$ cat src/design/lgti_pkg.sv
// Shared types, codes and helpers for the LDA Gibbs topic inference block.
package lgti_pkg;

  localparam int NUM_TOPICS_DEF    = 16;
  localparam int VOCAB_SIZE_DEF    = 1024;
  localparam int MAX_DOC_WORDS_DEF = 256;

  localparam logic [15:0] ALPHA_RST  = 16'd26;
  localparam logic [31:0] SEED_RST   = 32'd1;
  localparam logic [31:0] LFSR_TAPS  = 32'h8020_0003;

  localparam logic CFG_ALPHA = 1'b0;
  localparam logic CFG_SEED  = 1'b1;

  typedef enum logic [1:0] {
    OP_LOAD   = 2'd0,
    OP_APPEND = 2'd1,
    OP_RUN    = 2'd2,
    OP_NONE   = 2'd3
  } op_t;

  typedef enum logic [4:0] {
    CMD_IDLE,
    CMD_LOAD,
    CMD_APPEND,
    CMD_START,
    CMD_READ,
    CMD_REMOVE,
    CMD_PHI,
    CMD_MUL,
    CMD_ACC,
    CMD_DRAW_LO,
    CMD_DRAW_HI,
    CMD_DRAW_U,
    CMD_SRD,
    CMD_SCMP,
    CMD_COMMIT,
    CMD_OUT_INIT,
    CMD_DIV_INIT,
    CMD_DIV_STEP,
    CMD_OUT_NEXT,
    CMD_CLEAR
  } cmd_t;

  typedef enum logic [4:0] {
    S_IDLE,
    S_CHECK,
    S_READ,
    S_REMOVE,
    S_PHI,
    S_MUL,
    S_ACC,
    S_DRAW_LO,
    S_DRAW_HI,
    S_DRAW_U,
    S_SRD,
    S_SCMP,
    S_COMMIT,
    S_OUT_INIT,
    S_DIV_INIT,
    S_DIV,
    S_OUT
  } state_t;

  typedef struct packed {
    logic run_empty;
    logic k_last;
    logic n_last;
    logic s_last;
    logic total_zero;
    logic hit;
    logic div_done;
  } sts_t;

  // Galois LFSR, one shift per draw
  function automatic logic [31:0] lfsr_next(input logic [31:0] s);
    logic [31:0] t;
    t = s >> 1;
    if (s[0]) t = t ^ LFSR_TAPS;
    return t;
  endfunction

endpackage

$ cat src/design/lgti_ctrl.sv
// Controller state machine: sequences loads, Gibbs sweeps and result output.
module lgti_ctrl
  import lgti_pkg::*;
(
  input  logic       clk,
  input  logic       rst_n,
  input  logic       in_valid,
  output logic       in_ready,
  input  logic [1:0] in_op,
  output logic       out_valid,
  input  logic       out_ready,
  input  sts_t       sts,
  output cmd_t       cmd
);

  state_t state_r, state_nxt;

  always_ff @(posedge clk) begin
    if (!rst_n) begin
      state_r <= S_IDLE;
    end else begin
      state_r <= state_nxt;
    end
  end

  always_comb begin
    state_nxt = state_r;
    cmd       = CMD_IDLE;
    in_ready  = 1'b0;
    out_valid = 1'b0;
    case (state_r)
      S_IDLE: begin
        in_ready = 1'b1;
        if (in_valid) begin
          case (op_t'(in_op))
            OP_LOAD:   cmd = CMD_LOAD;
            OP_APPEND: cmd = CMD_APPEND;
            OP_RUN: begin
              cmd       = CMD_START;
              state_nxt = S_CHECK;
            end
            default:   cmd = CMD_IDLE;
          endcase
        end
      end
      S_CHECK:    state_nxt = sts.run_empty ? S_OUT_INIT : S_READ;
      S_READ: begin
        cmd       = CMD_READ;
        state_nxt = S_REMOVE;
      end
      S_REMOVE: begin
        cmd       = CMD_REMOVE;
        state_nxt = S_PHI;
      end
      S_PHI: begin
        cmd       = CMD_PHI;
        state_nxt = S_MUL;
      end
      S_MUL: begin
        cmd       = CMD_MUL;
        state_nxt = S_ACC;
      end
      S_ACC: begin
        cmd       = CMD_ACC;
        state_nxt = sts.k_last ? S_DRAW_LO : S_PHI;
      end
      S_DRAW_LO: begin
        cmd       = CMD_DRAW_LO;
        state_nxt = S_DRAW_HI;
      end
      S_DRAW_HI: begin
        cmd       = CMD_DRAW_HI;
        state_nxt = S_DRAW_U;
      end
      S_DRAW_U: begin
        cmd       = CMD_DRAW_U;
        // zero total: keep the old topic
        state_nxt = sts.total_zero ? S_COMMIT : S_SRD;
      end
      S_SRD: begin
        cmd       = CMD_SRD;
        state_nxt = S_SCMP;
      end
      S_SCMP: begin
        cmd       = CMD_SCMP;
        state_nxt = (sts.hit || sts.k_last) ? S_COMMIT : S_SRD;
      end
      S_COMMIT: begin
        cmd       = CMD_COMMIT;
        state_nxt = (sts.n_last && sts.s_last) ? S_OUT_INIT : S_READ;
      end
      S_OUT_INIT: begin
        cmd       = CMD_OUT_INIT;
        state_nxt = S_DIV_INIT;
      end
      S_DIV_INIT: begin
        cmd       = CMD_DIV_INIT;
        state_nxt = S_DIV;
      end
      S_DIV: begin
        cmd       = CMD_DIV_STEP;
        state_nxt = sts.div_done ? S_OUT : S_DIV;
      end
      S_OUT: begin
        out_valid = 1'b1;
        if (out_ready) begin
          if (sts.k_last) begin
            cmd       = CMD_CLEAR;
            state_nxt = S_IDLE;
          end else begin
            cmd       = CMD_OUT_NEXT;
            state_nxt = S_DIV_INIT;
          end
        end
      end
      default:    state_nxt = S_IDLE;
    endcase
  end

endmodule

$ cat config.mk
export PLATFORM = sky130hd
export DESIGN_NAME = lgti_ctrl
export DESIGN_NICKNAME = d
export VERILOG_FILES = /design/src/design/lgti_pkg.sv /design/src/design/lgti_ctrl.sv
export SDC_FILE = /design/constraint.sdc
export NUM_CORES = 1
export LEC_CHECK = 0
export ABC_AREA = 1
export BUFFER_PORTS_ARGS = -buffer_cell sky130_fd_sc_hd__buf_2
export CORE_MARGIN = 4
export CORE_UTILIZATION = 40
export CTS_CLUSTER_SIZE = 28
export DETAILED_ROUTE_END_ITERATION = 10
export MAX_ROUTING_LAYER = met4
export SYNTH_ARGS = -nofsm -noshare
export SYNTH_HDL_FRONTEND = slang
export SYNTH_SLANG_ARGS = --single-unit
$ cat constraint.sdc
create_clock -name clk -period 1.52 [get_ports clk]
set_input_delay 0.076 -clock clk [delete_from_list [all_inputs] [get_ports clk]]
set_output_delay 0.076 -clock clk [all_outputs]
set_load 0.1 [all_outputs]
==> impl_metrics.py <==
metrics = {
    "global_route": {
        "grt_overflow": 0,
        "grt_use_met3_pct": 4.28,
        "use_met1_pct": 24.4,
        "track_usage_pct": 19.0,
        "antenna_found_initial": 0,
        "grt_pass1_vias": 829,
        "grt_pass1_wl_um": 3570,
        "grt_max_degree": 9,
        "gr-max-usage-layer": "met2",
        "grt_use_met2_pct": 29.2,
    },
    "pwr": {
        "powerDensity_mw_per_mm2": 443,
        "peakVddDrop_uv": 465,
        "power_uw": 523,
        "leakage_nw": 0.638,
    },
    "timing": {
        "max_slew_margin_pct": 78.4,
        "skew_ns": 0.00351,
        "timing.hold.ws_ns": 0.0893,
        "max_slew.worst_pin.slew_ns": 0.320,
        "rsz0062_at_grt": "yes",
        "timing.final.crit_share_pct": 112,
        "hold_violations": 0,
        "post-route-min-period_ns": 1.70,
        "setup_viol": 4,
        "setup_ws_ns": -0.176,
        "timing.setup.tns_ns": -0.355,
        "fmax_mhz": 590,
        "drv_slew": 0,
    },
    "synthesis": {
        "syn_nets": 143,
        "synthCells": 129,
        "ys_ff_latch": 5,
        "syn_area_um2": 684,
        "syn_area_per_cell_um2": 5.31,
        "ys_seq_area_share_pct": 14.6,
        "ys_types": 19,
        "yosys_warnings": 0,
    },
    "hold_path": {
        "hold_class": "in -> reg",
    },
    "floorplanning": {
        "initial_core_util_pct": 43.9,
        "dieWidth_um": 49.4,
        "pin_count": 20,
        "die_h_um": 49.4,
        "rows": 14,
        "dieArea_mm2": 0.00244,
        "core_area_mm2": 0.00156,
    },
    "setup_path": {
        "critPathLaunchType": "register",
        "crit_type": "reg -> out",
        "worstPathArrival_ns": 1.62,
        "cp_data_required_time_ns": 1.44,
        "worstPathMaxFanout": 5,
        "cp-end-kind": "output port",
    },
    "final_layout": {
        "finalNonFillerCells": 183,
        "finish.utilization_pct": 75.7,
        "finalInstanceArea_mm2": 0.00118,
        "n_antenna_cell": 0,
        "final_common_cell": "nand2_1",
        "layout_common_cells": "nand2_1 (30), nor2_1 (18), buf_4 (16)",
        "area_growth_pct": 72.4,
        "nets": 182,
        "layout-drive-gt1-share_pct": 48.5,
        "biggestRegsByFlops": "state_r (5)",
        "largest-register": "state_r",
        "largest_reg_flops": 5,
    },
    "cts": {
        "cts-hold-fix-buffers": 0,
        "cts_buffer_depth": 2,
        "cts-root-buf": "clkbuf_4",
        "cts.htree.levels": 1,
        "clkSinkCount": 5,
        "cts_buffers": 3,
        "cts_tree": "built",
        "cts.clk_slew.worst_paths_ns": 0.04,
        "clk_latency_ns": 0.24,
    },
    "detailed_routing": {
        "routed_via_density": 5.42,
        "wirelength_um": 2590,
        "drc_errors": 0,
        "antenna_left": 0,
        "wl_per_cell_um": 14.1,
        "vias": 991,
        "drtPass1Iterations": 4,
        "first_iter_violations": 47,
    },
    "outcome": {
        "violations": "setup timing",
        "outcome": "finished with violations",
    },
    "place": {
        "placed_cell_area_um2": 961,
        "dp.cells": 167,
        "place_hpwl_um": 1710,
        "gp_congestion": 1.01,
        "pre_cts_slack_ns": 0.0379,
        "numPortBuffers": 19,
    },
    "flow_run": {
        "drv_cap": 0,
    },
}
where the power goes:
group          switching, mW  internal, mW  total (mW)
clock                 0.0514        0.0991       0.150
combinational          0.143        0.0918       0.235
sequential           0.00896         0.129       0.137
total                  0.203         0.319       0.523
synth_stat cells (all sizes together):
cell type	instances	share of area (%)
a21oi	2	1.5
buf	2	1.5
dfxtp	5	15
ha	1	1.8
inv	19	10
nand2	44	25
nand3	13	9.5
nand3b	2	2.2
nand4	3	2.7
nor2	28	21
nor3	4	4.4
o211ai	2	2.2
o21ai	3	2.2
o311ai	1	1.3
final cells by class:
cell class	count	area, µm²
sequential	5	119
timing repair buffer	36	342
clock buffer	4	26.3
multi-input combinational	103	591
inverter	19	82.6
fill	121	379
tap	16	20.0
critical path: stages, from the launching register on:
cell and delay [ns]:
dfxtp_4 0.36, nor2_4 0.16, nand2_2 0.10, nor3_4 0.14, nand2_2 0.09, o211ai_1 0.26, clkbuf_16 0.26
layer usage:
metal	up-vias	wire length, µm
li1	485	-
met2	50	1230
met1	448	1120
met5	-	0
met4	0	44
met3	8	196
repair_timing:
action	CTS	global route
gates cloned	0	0
gates resized for setup	10	22
setup buffers	9	4
pin swaps	7	7
endpoints found under the setup margin	5	7
cell families (layout without fill, tap and decap cells):
group	count (synthesis)	after routing	share of synthesized area, %
flip-flops	5	5	14.6
AO/OA/AOI/OAI	8	8	7.13
AND/OR/NAND/NOR	94	94	64.5
adder cells (fa/ha/maj)	1	1	1.83
buffers and inverters	21	59	11.9
path summary, 6_finish.rpt:
| path | depth (start not counted) | slack (ns) | to | startpoint |
|---|---|---|---|---|
| hold / removal | 3 | 0.09 | state_r[4]$_SDFFE_PN0P_ | sts[0] |
| setup reg to reg | 10 | 0.11 | state_r[0]$_SDFFE_PN0P_ | state_r[0]$_SDFFE_PN0P_ |
| hold reg to reg | 4 | 0.67 | state_r[4]$_SDFFE_PN0P_ | state_r[2]$_SDFFE_PN0P_ |
| setup / recovery | 6 | -0.18 | cmd[0] | state_r[2]$_SDFFE_PN0P_ |
(Power assumes the default switching activity.)
